File: src/hdl/tbu_pkg.sv
`timescale 1ns / 1ps
// ----------------------------------------------------------------------------
// tbu_pkg
// shared widths, constants and types of the timer based 8n1 uart
// ----------------------------------------------------------------------------
package tbu_pkg;

   localparam int TIMER_W    = 16;
   localparam int FRAME_W    = 11;
   localparam int RX_SHIFT_W = 10;
   localparam int RX_COUNT_W = 4;
   localparam int BYTE_W     = 8;

   localparam logic [TIMER_W-1:0]    RESET_PERIOD  = 16'd416;
   localparam logic [FRAME_W-1:0]    TX_IDLE_FRAME = 11'd1;
   localparam logic [RX_COUNT_W-1:0] RX_FRAME_BITS = 4'd10;

   // per tick control handed from the timer to both directions
   typedef struct packed {
      logic               step;
      logic               wrap;
      logic [TIMER_W-1:0] timer;
      logic [TIMER_W-1:0] period;
   } tick_type;

   typedef struct packed {
      logic line;
      logic take;
   } tx_result_type;

   typedef struct packed {
      logic              valid;
      logic [BYTE_W-1:0] data;
   } rx_result_type;

endpackage

File: src/hdl/tbu_if.sv
`timescale 1ns / 1ps
// ----------------------------------------------------------------------------
// tbu channel interfaces
// valid/ready channels for tick transactions, results and the period register
// ----------------------------------------------------------------------------
interface tbu_req_if;
   logic                      valid;
   logic                      ready;
   logic                      rx_pin;
   logic                      tx_valid;
   logic [tbu_pkg::BYTE_W-1:0] tx_byte;

   modport source (output valid, output rx_pin, output tx_valid, output tx_byte,
                   input ready);
   modport sink   (input valid, input rx_pin, input tx_valid, input tx_byte,
                   output ready);
endinterface

interface tbu_rsp_if;
   logic                      valid;
   logic                      ready;
   logic                      tx_line;
   logic                      tx_take;
   logic                      rx_valid;
   logic [tbu_pkg::BYTE_W-1:0] rx_byte;

   modport source (output valid, output tx_line, output tx_take, output rx_valid,
                   output rx_byte, input ready);
   modport sink   (input valid, input tx_line, input tx_take, input rx_valid,
                   input rx_byte, output ready);
endinterface

interface tbu_csr_if;
   logic                        valid;
   logic                        ready;
   logic [tbu_pkg::TIMER_W-1:0] bit_period;

   modport source (output valid, output bit_period, input ready);
   modport sink   (input valid, input bit_period, output ready);
endinterface

File: src/hdl/tbu_tx.sv
`timescale 1ns / 1ps
// ----------------------------------------------------------------------------
// tbu_tx
// transmit frame shifter, steps once per timer wrap while enabled
// ----------------------------------------------------------------------------
module tbu_tx (
   input  logic                       clock,
   input  logic                       reset,
   input  tbu_pkg::tick_type          tick,
   input  logic                       tx_valid,
   input  logic [tbu_pkg::BYTE_W-1:0] tx_byte,
   output tbu_pkg::tx_result_type     result
);

   logic [tbu_pkg::FRAME_W-1:0] frame_ff, frame_in;
   logic                        enabled_ff, enabled_in;
   logic                        level_ff, level_in;
   logic                        take;
   logic                        enabled_now;

   always_comb begin
      enabled_now = enabled_ff | tx_valid;
      frame_in    = frame_ff;
      enabled_in  = enabled_now;
      level_in    = level_ff;
      take        = 1'b0;
      if (tick.wrap && enabled_now) begin
         level_in = frame_ff[0];
         if (frame_ff == tbu_pkg::TX_IDLE_FRAME) begin
            if (tx_valid) begin
               frame_in = {2'b11, tx_byte, 1'b0};
               take     = 1'b1;
            end else begin
               enabled_in = 1'b0;
            end
         end else begin
            frame_in = {1'b0, frame_ff[tbu_pkg::FRAME_W-1:1]};
         end
      end
   end

   always_ff @(posedge clock) begin
      if (reset) begin
         frame_ff   <= tbu_pkg::TX_IDLE_FRAME;
         enabled_ff <= 1'b0;
         level_ff   <= 1'b1;
      end else if (tick.step) begin
         frame_ff   <= frame_in;
         enabled_ff <= enabled_in;
         level_ff   <= level_in;
      end
   end

   assign result.line = level_in;
   assign result.take = take;

endmodule

File: src/hdl/tbu_rx.sv
`timescale 1ns / 1ps
// ----------------------------------------------------------------------------
// tbu_rx
// start edge detection, mid-bit sampling and frame check
// ----------------------------------------------------------------------------
module tbu_rx (
   input  logic                   clock,
   input  logic                   reset,
   input  tbu_pkg::tick_type      tick,
   input  logic                   rx_pin,
   output tbu_pkg::rx_result_type result
);

   logic                           busy_ff, busy_in;
   logic                           prev_ff;
   logic [tbu_pkg::TIMER_W-1:0]    point_ff, point_in;
   logic [tbu_pkg::RX_SHIFT_W-1:0] shift_ff, shift_in;
   logic [tbu_pkg::RX_COUNT_W-1:0] count_ff, count_in;
   logic [tbu_pkg::RX_SHIFT_W-1:0] sample;
   logic [tbu_pkg::RX_COUNT_W-1:0] count_next;
   logic [tbu_pkg::TIMER_W:0]      point_sum;
   logic [tbu_pkg::TIMER_W:0]      point_wrap;
   logic                           done_ok;

   always_comb begin
      sample     = {rx_pin, shift_ff[tbu_pkg::RX_SHIFT_W-1:1]};
      count_next = count_ff + 1'b1;
      point_sum  = {1'b0, tick.timer} + {2'b00, tick.period[tbu_pkg::TIMER_W-1:1]};
      point_wrap = point_sum - {1'b0, tick.period};
      busy_in    = busy_ff;
      point_in   = point_ff;
      shift_in   = shift_ff;
      count_in   = count_ff;
      done_ok    = 1'b0;
      if (busy_ff) begin
         if (tick.timer == point_ff) begin
            if (count_next == tbu_pkg::RX_FRAME_BITS) begin
               // start low and stop high, otherwise dropped
               done_ok = ~sample[0] & sample[tbu_pkg::RX_SHIFT_W-1];
               busy_in = 1'b0;
            end else begin
               count_in = count_next;
               shift_in = sample;
            end
         end
      end else if (prev_ff && !rx_pin) begin
         if (point_sum >= {1'b0, tick.period}) begin
            point_in = point_wrap[tbu_pkg::TIMER_W-1:0];
         end else begin
            point_in = point_sum[tbu_pkg::TIMER_W-1:0];
         end
         shift_in = '0;
         count_in = '0;
         busy_in  = 1'b1;
      end
   end

   always_ff @(posedge clock) begin
      if (reset) begin
         busy_ff  <= 1'b0;
         prev_ff  <= 1'b1;
         point_ff <= '0;
         shift_ff <= '0;
         count_ff <= '0;
      end else if (tick.step) begin
         busy_ff  <= busy_in;
         prev_ff  <= rx_pin;
         point_ff <= point_in;
         shift_ff <= shift_in;
         count_ff <= count_in;
      end
   end

   assign result.valid = done_ok;
   assign result.data  = done_ok ? sample[tbu_pkg::BYTE_W:1] : '0;

endmodule

File: src/hdl/timer_based_uart_8n1.sv
`timescale 1ns / 1ps
// ----------------------------------------------------------------------------
// timer_based_uart_8n1
// 8n1 uart transmitter and receiver paced by a shared bit timer
// ----------------------------------------------------------------------------
// usage
//   req_bus : one transaction per clock tick of the uart, carrying the sampled
//             rx pin level and an optional transmit byte offer
//   rsp_bus : one transaction per request: tx line level, byte taken flag and
//             a received byte with its valid flag
//   csr_bus : write of bit_period (uart ticks per serial bit minus one), always
//             ready; write it only while no request is in flight
//   path    : an accepted request waits in the input register until the result
//             register has room; its response is then registered there for rsp_bus
//   rate    : one transaction per cycle while rsp_bus does not stall; the bit
//             timer, tx frame and rx sampler state update on each processed tick
//   reset   : timer at zero, transmitter idle with line high, receiver
//             waiting for a start edge, bit_period back to 416
//   stall   : a held response keeps the input register full; one more request
//             is taken, then req_bus.ready drops until rsp_bus drains
// ----------------------------------------------------------------------------
module timer_based_uart_8n1 (
   input logic       clock,
   input logic       reset,
   tbu_req_if.sink   req_bus,
   tbu_rsp_if.source rsp_bus,
   tbu_csr_if.sink   csr_bus
);

   // input register
   logic                       in_valid_ff;
   logic                       in_rx_pin_ff;
   logic                       in_tx_valid_ff;
   logic [tbu_pkg::BYTE_W-1:0] in_tx_byte_ff;

   // result register
   logic                       out_valid_ff;
   logic                       out_tx_line_ff;
   logic                       out_tx_take_ff;
   logic                       out_rx_valid_ff;
   logic [tbu_pkg::BYTE_W-1:0] out_rx_byte_ff;

   logic [tbu_pkg::TIMER_W-1:0] period_ff;
   logic [tbu_pkg::TIMER_W-1:0] timer_ff, timer_in;

   logic                   advance;
   tbu_pkg::tick_type      tick;
   tbu_pkg::tx_result_type tx_res;
   tbu_pkg::rx_result_type rx_res;

   // the tick is processed when the result register has room
   assign advance = in_valid_ff & (~out_valid_ff | rsp_bus.ready);
   assign req_bus.ready = ~in_valid_ff | advance;
   assign csr_bus.ready = 1'b1;

   always_ff @(posedge clock) begin
      if (reset) begin
         in_valid_ff <= 1'b0;
      end else if (req_bus.ready) begin
         in_valid_ff <= req_bus.valid;
      end
   end

   always_ff @(posedge clock) begin
      if (req_bus.ready && req_bus.valid) begin
         in_rx_pin_ff   <= req_bus.rx_pin;
         in_tx_valid_ff <= req_bus.tx_valid;
         in_tx_byte_ff  <= req_bus.tx_byte;
      end
   end

   // bit period register
   always_ff @(posedge clock) begin
      if (reset) begin
         period_ff <= tbu_pkg::RESET_PERIOD;
      end else if (csr_bus.valid) begin
         period_ff <= csr_bus.bit_period;
      end
   end

   // shared bit timer, wraps only on equality so a lowered top runs to all ones
   always_comb begin
      tick.step   = advance;
      tick.timer  = timer_ff;
      tick.period = period_ff;
      tick.wrap   = (timer_ff == period_ff);
      timer_in    = tick.wrap ? '0 : timer_ff + 1'b1;
   end

   always_ff @(posedge clock) begin
      if (reset) begin
         timer_ff <= '0;
      end else if (advance) begin
         timer_ff <= timer_in;
      end
   end

   tbu_tx u_tx (
      .clock    (clock),
      .reset    (reset),
      .tick     (tick),
      .tx_valid (in_tx_valid_ff),
      .tx_byte  (in_tx_byte_ff),
      .result   (tx_res)
   );

   tbu_rx u_rx (
      .clock  (clock),
      .reset  (reset),
      .tick   (tick),
      .rx_pin (in_rx_pin_ff),
      .result (rx_res)
   );

   // result register
   always_ff @(posedge clock) begin
      if (reset) begin
         out_valid_ff <= 1'b0;
      end else if (advance) begin
         out_valid_ff <= 1'b1;
      end else if (rsp_bus.ready) begin
         out_valid_ff <= 1'b0;
      end
   end

   always_ff @(posedge clock) begin
      if (advance) begin
         out_tx_line_ff  <= tx_res.line;
         out_tx_take_ff  <= tx_res.take;
         out_rx_valid_ff <= rx_res.valid;
         out_rx_byte_ff  <= rx_res.data;
      end
   end

   assign rsp_bus.valid    = out_valid_ff;
   assign rsp_bus.tx_line  = out_tx_line_ff;
   assign rsp_bus.tx_take  = out_tx_take_ff;
   assign rsp_bus.rx_valid = out_rx_valid_ff;
   assign rsp_bus.rx_byte  = out_rx_byte_ff;

   // a byte is taken into the frame only on a timer wrap
   a_take_on_wrap : assert property (@(posedge clock) disable iff (reset)
      (advance && tx_res.take) |-> tick.wrap)
      else $error("tx byte taken away from timer wrap");

   // a held result is not dropped
   a_hold_result : assert property (@(posedge clock) disable iff (reset)
      (out_valid_ff && !rsp_bus.ready) |=> out_valid_ff)
      else $error("stalled result lost");

   // a pending tick is not dropped while the output stalls
   a_hold_tick : assert property (@(posedge clock) disable iff (reset)
      (in_valid_ff && !advance) |=> in_valid_ff)
      else $error("pending tick lost");

   // no received data without a valid frame
   a_rx_quiet : assert property (@(posedge clock) disable iff (reset)
      (out_valid_ff && !out_rx_valid_ff) |-> (out_rx_byte_ff == '0))
      else $error("rx byte nonzero without rx valid");

endmodule

File: src/flat_wrapper.sv
// flat-port wrapper written by rule: the top's interface ports become plain ports
module timer_based_uart_8n1_flat 
  (clock, reset, req_bus_valid, req_bus_rx_pin, req_bus_tx_valid, req_bus_tx_byte, req_bus_ready, rsp_bus_valid, rsp_bus_tx_line, rsp_bus_tx_take, rsp_bus_rx_valid, rsp_bus_rx_byte, rsp_bus_ready, csr_bus_valid, csr_bus_bit_period, csr_bus_ready);
  tbu_req_if req_bus_i ();
  tbu_rsp_if rsp_bus_i ();
  tbu_csr_if csr_bus_i ();
  input logic clock;
  input logic reset;
  input wire logic [$bits(req_bus_i.valid)-1:0] req_bus_valid;
  input wire logic [$bits(req_bus_i.rx_pin)-1:0] req_bus_rx_pin;
  input wire logic [$bits(req_bus_i.tx_valid)-1:0] req_bus_tx_valid;
  input wire logic [$bits(req_bus_i.tx_byte)-1:0] req_bus_tx_byte;
  output wire logic [$bits(req_bus_i.ready)-1:0] req_bus_ready;
  output wire logic [$bits(rsp_bus_i.valid)-1:0] rsp_bus_valid;
  output wire logic [$bits(rsp_bus_i.tx_line)-1:0] rsp_bus_tx_line;
  output wire logic [$bits(rsp_bus_i.tx_take)-1:0] rsp_bus_tx_take;
  output wire logic [$bits(rsp_bus_i.rx_valid)-1:0] rsp_bus_rx_valid;
  output wire logic [$bits(rsp_bus_i.rx_byte)-1:0] rsp_bus_rx_byte;
  input wire logic [$bits(rsp_bus_i.ready)-1:0] rsp_bus_ready;
  input wire logic [$bits(csr_bus_i.valid)-1:0] csr_bus_valid;
  input wire logic [$bits(csr_bus_i.bit_period)-1:0] csr_bus_bit_period;
  output wire logic [$bits(csr_bus_i.ready)-1:0] csr_bus_ready;
  assign req_bus_i.valid = req_bus_valid;
  assign req_bus_i.rx_pin = req_bus_rx_pin;
  assign req_bus_i.tx_valid = req_bus_tx_valid;
  assign req_bus_i.tx_byte = req_bus_tx_byte;
  assign req_bus_ready = req_bus_i.ready;
  assign rsp_bus_valid = rsp_bus_i.valid;
  assign rsp_bus_tx_line = rsp_bus_i.tx_line;
  assign rsp_bus_tx_take = rsp_bus_i.tx_take;
  assign rsp_bus_rx_valid = rsp_bus_i.rx_valid;
  assign rsp_bus_rx_byte = rsp_bus_i.rx_byte;
  assign rsp_bus_i.ready = rsp_bus_ready;
  assign csr_bus_i.valid = csr_bus_valid;
  assign csr_bus_i.bit_period = csr_bus_bit_period;
  assign csr_bus_ready = csr_bus_i.ready;
  timer_based_uart_8n1 u_core (.clock(clock), .reset(reset), .req_bus(req_bus_i), .rsp_bus(rsp_bus_i), .csr_bus(csr_bus_i));
endmodule
File: config.mk
export PLATFORM = sky130hd
export DESIGN_NAME = timer_based_uart_8n1_flat
export DESIGN_NICKNAME = d
export VERILOG_FILES = /design/src/hdl/tbu_pkg.sv /design/src/hdl/tbu_if.sv /design/src/hdl/tbu_tx.sv /design/src/hdl/tbu_rx.sv /design/src/hdl/timer_based_uart_8n1.sv /design/src/flat_wrapper.sv
export SDC_FILE = /design/constraint.sdc
export NUM_CORES = 1
export LEC_CHECK = 0
export BUFFER_PORTS_ARGS = -buffer_cell sky130_fd_sc_hd__buf_4
export CORE_MARGIN = 4
export CORE_UTILIZATION = 30
export CTS_BUF_LIST = sky130_fd_sc_hd__clkbuf_16
export CTS_CLUSTER_DIAMETER = 40
export DETAILED_ROUTE_END_ITERATION = 12
export GPL_TIMING_DRIVEN = 0
export PLACE_DENSITY_LB_ADDON = 0.25
export SETUP_SLACK_MARGIN = 0.2
export SLEW_MARGIN = 10
export SYNTH_ARGS = -nofsm -noshare
export SYNTH_HDL_FRONTEND = slang
export SYNTH_SLANG_ARGS = --single-unit
export TNS_END_PERCENT = 1
File: constraint.sdc
create_clock -name clock -period 5.7 [get_ports clock]
set_input_delay 0.57 -clock clock [delete_from_list [all_inputs] [get_ports clock]]
set_output_delay 0.57 -clock clock [all_outputs]
set_load 0.05 [all_outputs]
==> summary.txt, run 1 <==
internal power: 0.00121 W
DRT iter0 DRCs: 296
Hold-fix buffers, CTS: 0
GPL Wtd Cong: 0.825
DR WL/cell: 14.9 um
crit path buf inv count: 1
Post-Syn Instances: 656
Logic pwr share: 0.182
Core Rows: 50
switching share of power: 0.288
clock buffer depth: 2
Worst-Margin Slew: 1.06 ns
via count: 4636
hold crit path type: input port to flip-flop
Slew HR: 0.294
# DRC: 0
multi-input logic area: 3320 sq um
Initial Util: 0.306
worst vdd ir: 0.143 mV
synthesized flop and latch total: 99
H-tree lvl count: 3
area share of the largest cell type after synthesis: 0.272
postcts setup bufs: 0
final setup vio count: 0
HPWL after DPL: 11.0 mm
Top Ports: 45
Final min period: 4.32 ns
status: finished, final reports clean
sw power: 0.000490 W
post-route insts no fill: 947
CP max stage delay: 0.46 ns
initial antenna violation count: 0
pwr/cell area: 256 nW/um^2
core area: 18800 sq um
Layout Nets: 775
clock power share: 0.371
Synth Area per Inst: 8.75 sq um
register area: 2190 sq um
crit-path leading delay family: compound AO/OA/AOI/OAI gates
CTS tree: done
Fillers: 1983
Crit. End Element: flip-flop
clk root buf: clkbuf_16
EDFF count, synth: 21
Worst EP required: 5.93 ns
post-route ant nets: 0
Final Max Slew Viols: 0
CP cell instances: ha_1, fa_1, a21oi_1, o22ai_1, o21a_1, a21o_1, a21oi_1, xnor2_1, ha_1, a21oi_1, o21bai_1, a31oi_1, a21oi_1, nor4_4, buf_4, nand2_1, o2111a_1
CP max stage cell: nor4_4
sequential share of power: 0.447
LEAKAGE: 2.73 nW
most frequent cells in the layout: nor2_1, dfxtp_1, a21oi_1, nand2_1, buf_4
register area share after synthesis: 0.382
Yosys cell types: 55
syn nets: 723
r2r setup slk: 1.38 ns
most frequent CP cell: a21oi_1
n_diodes: 0
commonest non-fill, non-tap cell in the layout: nor2_1
Chip Height: 146 um
startpoint types: flip-flop
share of layout cells above drive strength 1: 0.104
Syn-to-layout area delta: 15.8%
setup tns final: 0 ns
Chip Width: 146 um
critical path class: flip-flop to flip-flop
final wirelength: 14.1 mm
fin crit share: 0.758
TritonCTS Sinks: 99
vias in the first global route: 4322
Max Fclk: 232 MHz
Max Clock Skew: 0.0110 ns
Hold Vio Cnt, Final: 0
Synth area leader: dfxtp_1
Syn Std Cell Area: 5740 sq um
number of gates resized after CTS: 0
worst-skew pair later-pin latency: 0.35 ns
asr flop ratio synth: 0
dpl cells: 931
first-pass GRT wire length: 22.7 mm
Tot GR Track Use: 0.132
max-cap viol count: 0
top cells by area, synth: dfxtp_1, edfxtp_1, ha_1
Num CTS Buffers: 9
worst-path maximum fanout: 10
synth warn: 0
Reg clk slew, reported paths: 0.08 ns
largest net degree at the start of global routing: 21
die area: 21400 sq um
PortBufs: 41
gr ovfl total: 0
commonest register cell after synthesis: dfxtp_1
Critical Path AT: 4.55 ns
drt first pass iters: 5
RSZ-0062 raised after global routing: false
Vias/cell: 4.90
Final Hold Slack: 0.386 ns
-- power by group through the flow --
stage | registers, W | clock network, W | logic, W
global route | 0.000766 | 0.000681 | 0.000343
CTS | 0.000763 | 0.000651 | 0.000312
detailed placement | 0.000779 | 0 | 0.000311
floorplan | 0.000786 | 0 | 0.000211
global placement | 0.000779 | 0 | 0.000311
finish | 0.000762 | 0.000633 | 0.000310
-- kinds of logic (layout without fill, tap and decap cells) --
kind of cell    after synthesis  in the layout  share of synthesized area
fa+ha+maj                    36             36                     0.0811
compound gates              136            136                      0.149
other cells                   1              1                   0.000653
simple gates                233            233                      0.197
buf+inv                      57            114                     0.0407
mux                          24             24                     0.0421
flops                        99             99                      0.382
xor+xnor                     70             70                      0.107
-- path summary, 6_finish.rpt --
check             depth (start not counted)                        to                    start
setup / recovery                         17  u_core.u_rx.point_ff[13]       u_core.timer_ff[0]
hold reg to reg                           2   u_core.u_rx.shift_ff[1]  u_core.u_rx.shift_ff[1]
hold / removal                            1   u_core.in_tx_byte_ff[4]       req_bus_tx_byte[4]
setup reg to reg                         17  u_core.u_rx.point_ff[13]       u_core.timer_ff[0]
-- through the flow --
| stage | power [W] | utilization | area (sq um) | worst slack (ns) |
|---|---|---|---|---|
| final | 0.00170 | 0.354 | 6650 | 1.38 |
| after global routing | 0.00179 | 0.354 | 6650 | 0.951 |
| after CTS | 0.00173 | 0.354 | 6650 | 1.31 |
| after detailed placement | 0.00109 | 0.338 | 6340 | 1.36 |
| after global placement | 0.00109 | 0.338 | 6340 | 1.34 |
| after floorplan | 0.000997 | - | 5740 | 1.95 |
-- cell type report --
| cell class | count | area share |
|---|---|---|
| buffer | 30 | 0.0199 |
| clock buffer | 9 | 0.0339 |
| clock inverter | 7 | 0.0124 |
| inverter | 27 | 0.0152 |
| multi-input combinational | 500 | 0.499 |
| sequential | 99 | 0.330 |
| tap | 234 | 0.0440 |
| timing repair buffer | 41 | 0.0463 |
-- synthesized netlist by cell type (2+ instances only) --
cell / count
nand4_1: 11
a211oi_1: 18
nor2_1: 85
mux2i_1: 23
a21oi_1: 52
o21ai_0: 20
inv_1: 27
nor2b_1: 5
xor2_1: 35
buf_4: 2
ha_1: 34
buf_2: 4
o21bai_1: 5
or3_1: 2
fa_1: 2
nor4_1: 7
o211ai_1: 8
nor3_1: 6
dfxtp_1: 78
a21o_1: 9
nor3b_1: 2
a22oi_1: 3
nand2_1: 48
nand3_1: 20
clkbuf_1: 23
and2_1: 13
o21a_1: 5
nand2b_1: 10
and3_1: 13
a31oi_1: 5
edfxtp_1: 21
xnor2_1: 35
or2_2: 3
-- sequential cells by signal, indices dropped and copies added (netlist names) --
| name | flops |
|---|---|
| u_core.in_rx_pin_ff | 1 |
| u_core.in_tx_byte_ff | 8 |
| u_core.in_tx_valid_ff | 1 |
| u_core.in_valid_ff | 1 |
| u_core.period_ff | 16 |
| u_core.rsp_bus.rx_byte | 8 |
| u_core.rsp_bus.rx_valid | 1 |
| u_core.rsp_bus.tx_line | 1 |
| u_core.rsp_bus.tx_take | 1 |
| u_core.rsp_bus.valid | 1 |
| u_core.timer_ff | 16 |
| u_core.u_rx.busy_ff | 1 |
| u_core.u_rx.count_ff | 4 |
| u_core.u_rx.point_ff | 16 |
| u_core.u_rx.prev_ff | 1 |
| u_core.u_rx.shift_ff | 9 |
| u_core.u_tx.enabled_ff | 1 |
| u_core.u_tx.frame_ff | 11 |
| u_core.u_tx.level_ff | 1 |
-- worst register-to-register path, cell delays in order (launching register included) --
cell and delay (ns):
dfxtp_1 0.40, ha_1 0.28, fa_1 0.42, a21oi_1 0.20, o22ai_1 0.16, o21a_1 0.24
a21o_1 0.18, a21oi_1 0.18, xnor2_1 0.17, ha_1 0.32, a21oi_1 0.17, o21bai_1 0.08
a31oi_1 0.17, a21oi_1 0.12, nor4_4 0.46, buf_4 0.28, nand2_1 0.10, o2111a_1 0.29
-- metal layers --
| layer | global-route usage | routed length [um] |
|---|---|---|
| met1 | 0.196 | 7200 |
| met4 | 0.0296 | 145 |
| met5 | 0 | 0 |
| met3 | 0.0279 | 691 |
| met2 | 0.195 | 6090 |
Power figures use the tool's default switching activity.
==> run 2: changes to the inputs <==
ABC_AREA = 1   (was not set)
clock period = 4.4 ns   (was 5.7 ns; I/O delays follow)
==> summary.txt, run 2 <==
status: finished, final reports clean
startpoint types: flip-flop
clk root buf: clkbuf_16
drt first pass iters: 5 (unchanged)
Max Fclk: 269 MHz (+16%)
Initial Util: 0.306 (about the same)
vias in the first global route: 5561 (+29%)
count leader, synth: nand2_1
area share of the largest cell type after synthesis: 0.233 (-0.0387)
pwr/cell area: 308 nW/um^2 (+20%)
Post-Syn Instances: 997 (+52%)
Max Clock Skew: 0.0104 ns (-0.000629 ns)
via count: 6061 (+31%)
Core Util, Final: 0.351 (-0.00362)
register area share after synthesis: 0.327 (-0.0544)
postcts setup bufs: 0 (unchanged)
Synth Area per Inst: 6.72 sq um (-23%)
Num CTS Buffers: 9 (unchanged)
first-pass GRT wire length: 28.7 mm (+26%)
commonest register cell after synthesis: dfxtp_1
n_diodes: 0 (unchanged)
GPL Wtd Cong: 0.866 (+5.0%)
Vias/cell: 4.54 (-7.3%)
Syn-to-layout area delta: 14.7%
commonest non-fill, non-tap cell in the layout: nand2_1
Synth area leader: dfxtp_1
Largest regs: u_core.period_ff: 16 flops, u_core.timer_ff: 16 flops, u_core.u_rx.point_ff: 16 flops
Chip Width: 157 um (+7.5%)
Final min period: 3.71 ns (-0.605 ns)
worst-path maximum fanout: 10 (unchanged)
worst vdd ir: 0.183 mV (+28%)
Hold-fix buffers, CTS: 0 (unchanged)
H-tree lvl count: 3 (unchanged)
gr ovfl total: 0 (unchanged)
fin crit share: 0.844 (+0.0864)
Crit. End Element: flip-flop
RSZ-0062 raised after global routing: false
initial antenna violation count: 0 (unchanged)
setup tns final: 0 ns (unchanged)
# DRC: 0 (unchanged)
CTS tree: done
clock buffer depth: 2 (unchanged)
post-route ant nets: 0 (unchanged)
Reg clk slew, reported paths: 0.08 ns (about the same)
max-cap viol count: 0 (unchanged)
top cells by area, synth: dfxtp_1, nand2_1, edfxtp_1
final wirelength: 17.6 mm (+25%)
LEAKAGE: 3.81 nW (+40%)
Layout Nets: 1117 (+44%)
critical path class: flip-flop to flip-flop
Syn Std Cell Area: 6700 sq um (+17%)
die area: 24800 sq um (+16%)
HPWL after DPL: 14.2 mm (+29%)
synthesized flop and latch total: 99 (unchanged)
share of layout cells above drive strength 1: 0.0995 (-0.00426)
Critical Path AT: 3.99 ns (-0.56 ns)
r2r setup slk: 0.69 ns (-0.70 ns)
Hold Vio Cnt, Final: 0 (unchanged)
number of gates resized after CTS: 0 (unchanged)
TritonCTS Sinks: 99 (unchanged)
most frequent cells in the layout: nand2_1, inv_1, nor2_1, dfxtp_1, a21oi_1
DR WL/cell: 13.2 um (-12%)
EDFF count, synth: 21 (unchanged)
PortBufs: 42 (+2.4%)
Slew HR: 0.528 (+0.234)
Tot GR Track Use: 0.145 (+0.0130)
synth warn: 0 (unchanged)
largest net degree at the start of global routing: 21 (unchanged)
DRT iter0 DRCs: 407 (+38%)
Yosys cell types: 45 (-18%)
Worst EP required: 4.67 ns (-1.26 ns)
Synth top cells by count: nand2_1, inv_1, nor2_1
Core Rows: 54 (+8.0%)
Top Ports: 45 (unchanged)
hold crit path type: input port to flip-flop
core area: 21900 sq um (+17%)
final setup vio count: 0 (unchanged)
Final Max Slew Viols: 0 (unchanged)
Chip Height: 157 um (+7.5%)
asr flop ratio synth: 0 (unchanged)
worst-skew pair later-pin latency: 0.35 ns (about the same)
syn nets: 1064 (+47%)
Worst-Margin Slew: 0.708 ns (-0.351 ns)
run 2: cell count changes in the layout (fill, tap and decap cells not counted), sizes merged, moves of 10 or more:
| cell | previous run | this run |
|---|---|---|
| xor2 | 35 | 24 |
| nand4 | 11 | 26 |
| inv | 30 | 170 |
| and2 | 13 | 3 |
| a21oi | 52 | 72 |
| mux2i | 23 | 0 |
| nand2b | 10 | 0 |
| xnor2 | 35 | 24 |
| and3 | 13 | 0 |
| a211oi | 18 | 1 |
| nand3 | 20 | 58 |
| nand2 | 48 | 305 |
run 2: cell families (layout without fill, tap and decap cells):
family / after synthesis / after routing / share of synthesized area
buf+inv: 193 / 251 / 0.116
simple gates: 513 / 513 / 0.335
xor+xnor: 48 / 48 / 0.0628
compound gates: 107 / 107 / 0.0890
other cells: 1 / 1 / 0.000560
flops: 99 / 99 / 0.327
fa+ha+maj: 36 / 36 / 0.0695
run 2: stage by stage:
stage	setup slack, ns	power [W]	cells	cell area (sq um)	hold slack, ns
4_1_cts	0.711	0.00239	1335	7680	0.251
5_1_grt	0.372	0.00251	1335	7680	0.244
3_3_place_gp	0.728	0.00155	1319	7360	0.450
3_5_place_dp	0.733	0.00155	1319	7360	0.456
6_report	0.687	0.00236	1335	7680	0.261
2_1_floorplan	1.38	0.00140	997	6700	0.437
run 2: per-layer routing:
layer	part of all wire	GRT usage	vias up
li1	-	-	3234
met1	0.53	0.214	2718
met2	0.43	0.227	99
met3	0.030	0.0209	10
met4	0.0087	0.0250	0
met5	0	0	-
run 2: cell type report:
class | count | area (sq um)
tap | 280 | 350
fill | 2469 | 14200
buffer | 27 | 155
inverter | 166 | 623
clock buffer | 9 | 225
clock inverter | 7 | 91.3
timing repair buffer | 42 | 315
sequential | 99 | 2190
multi-input combinational | 705 | 3720
run 2: final timing paths:
| check | start | to | cells after the start |
|---|---|---|---|
| max reg2reg | u_core.timer_ff[0] | u_core.u_rx.point_ff[2] | 21 |
| min reg2reg | u_core.u_rx.shift_ff[1] | u_core.u_rx.shift_ff[1] | 2 |
| max | u_core.timer_ff[0] | u_core.u_rx.point_ff[2] | 21 |
| min | req_bus_tx_byte[0] | u_core.in_tx_byte_ff[0] | 1 |
run 2: power by group:
part           leakage, nW  internal (W)  switching [W]
registers            0.838      0.000966      0.0000279
clock network        0.152      0.000456       0.000376
logic                 2.82      0.000191       0.000346
run 2: worst max-delay path, stage by stage (launching register included):
cell,delay [ns]
dfxtp_1,0.39
ha_1,0.25
fa_1,0.41
nand3_1,0.09
nand2_1,0.13
nand2_1,0.11
nand2_1,0.12
nand2_1,0.10
nand3b_1,0.07
nand2_1,0.09
inv_1,0.05
ha_1,0.34
nand2_1,0.16
nor2_1,0.09
nand2_1,0.10
o21ai_2,0.09
a21oi_4,0.35
nand3_4,0.17
buf_6,0.18
nand2_1,0.05
nand3_1,0.11
a21oi_1,0.16
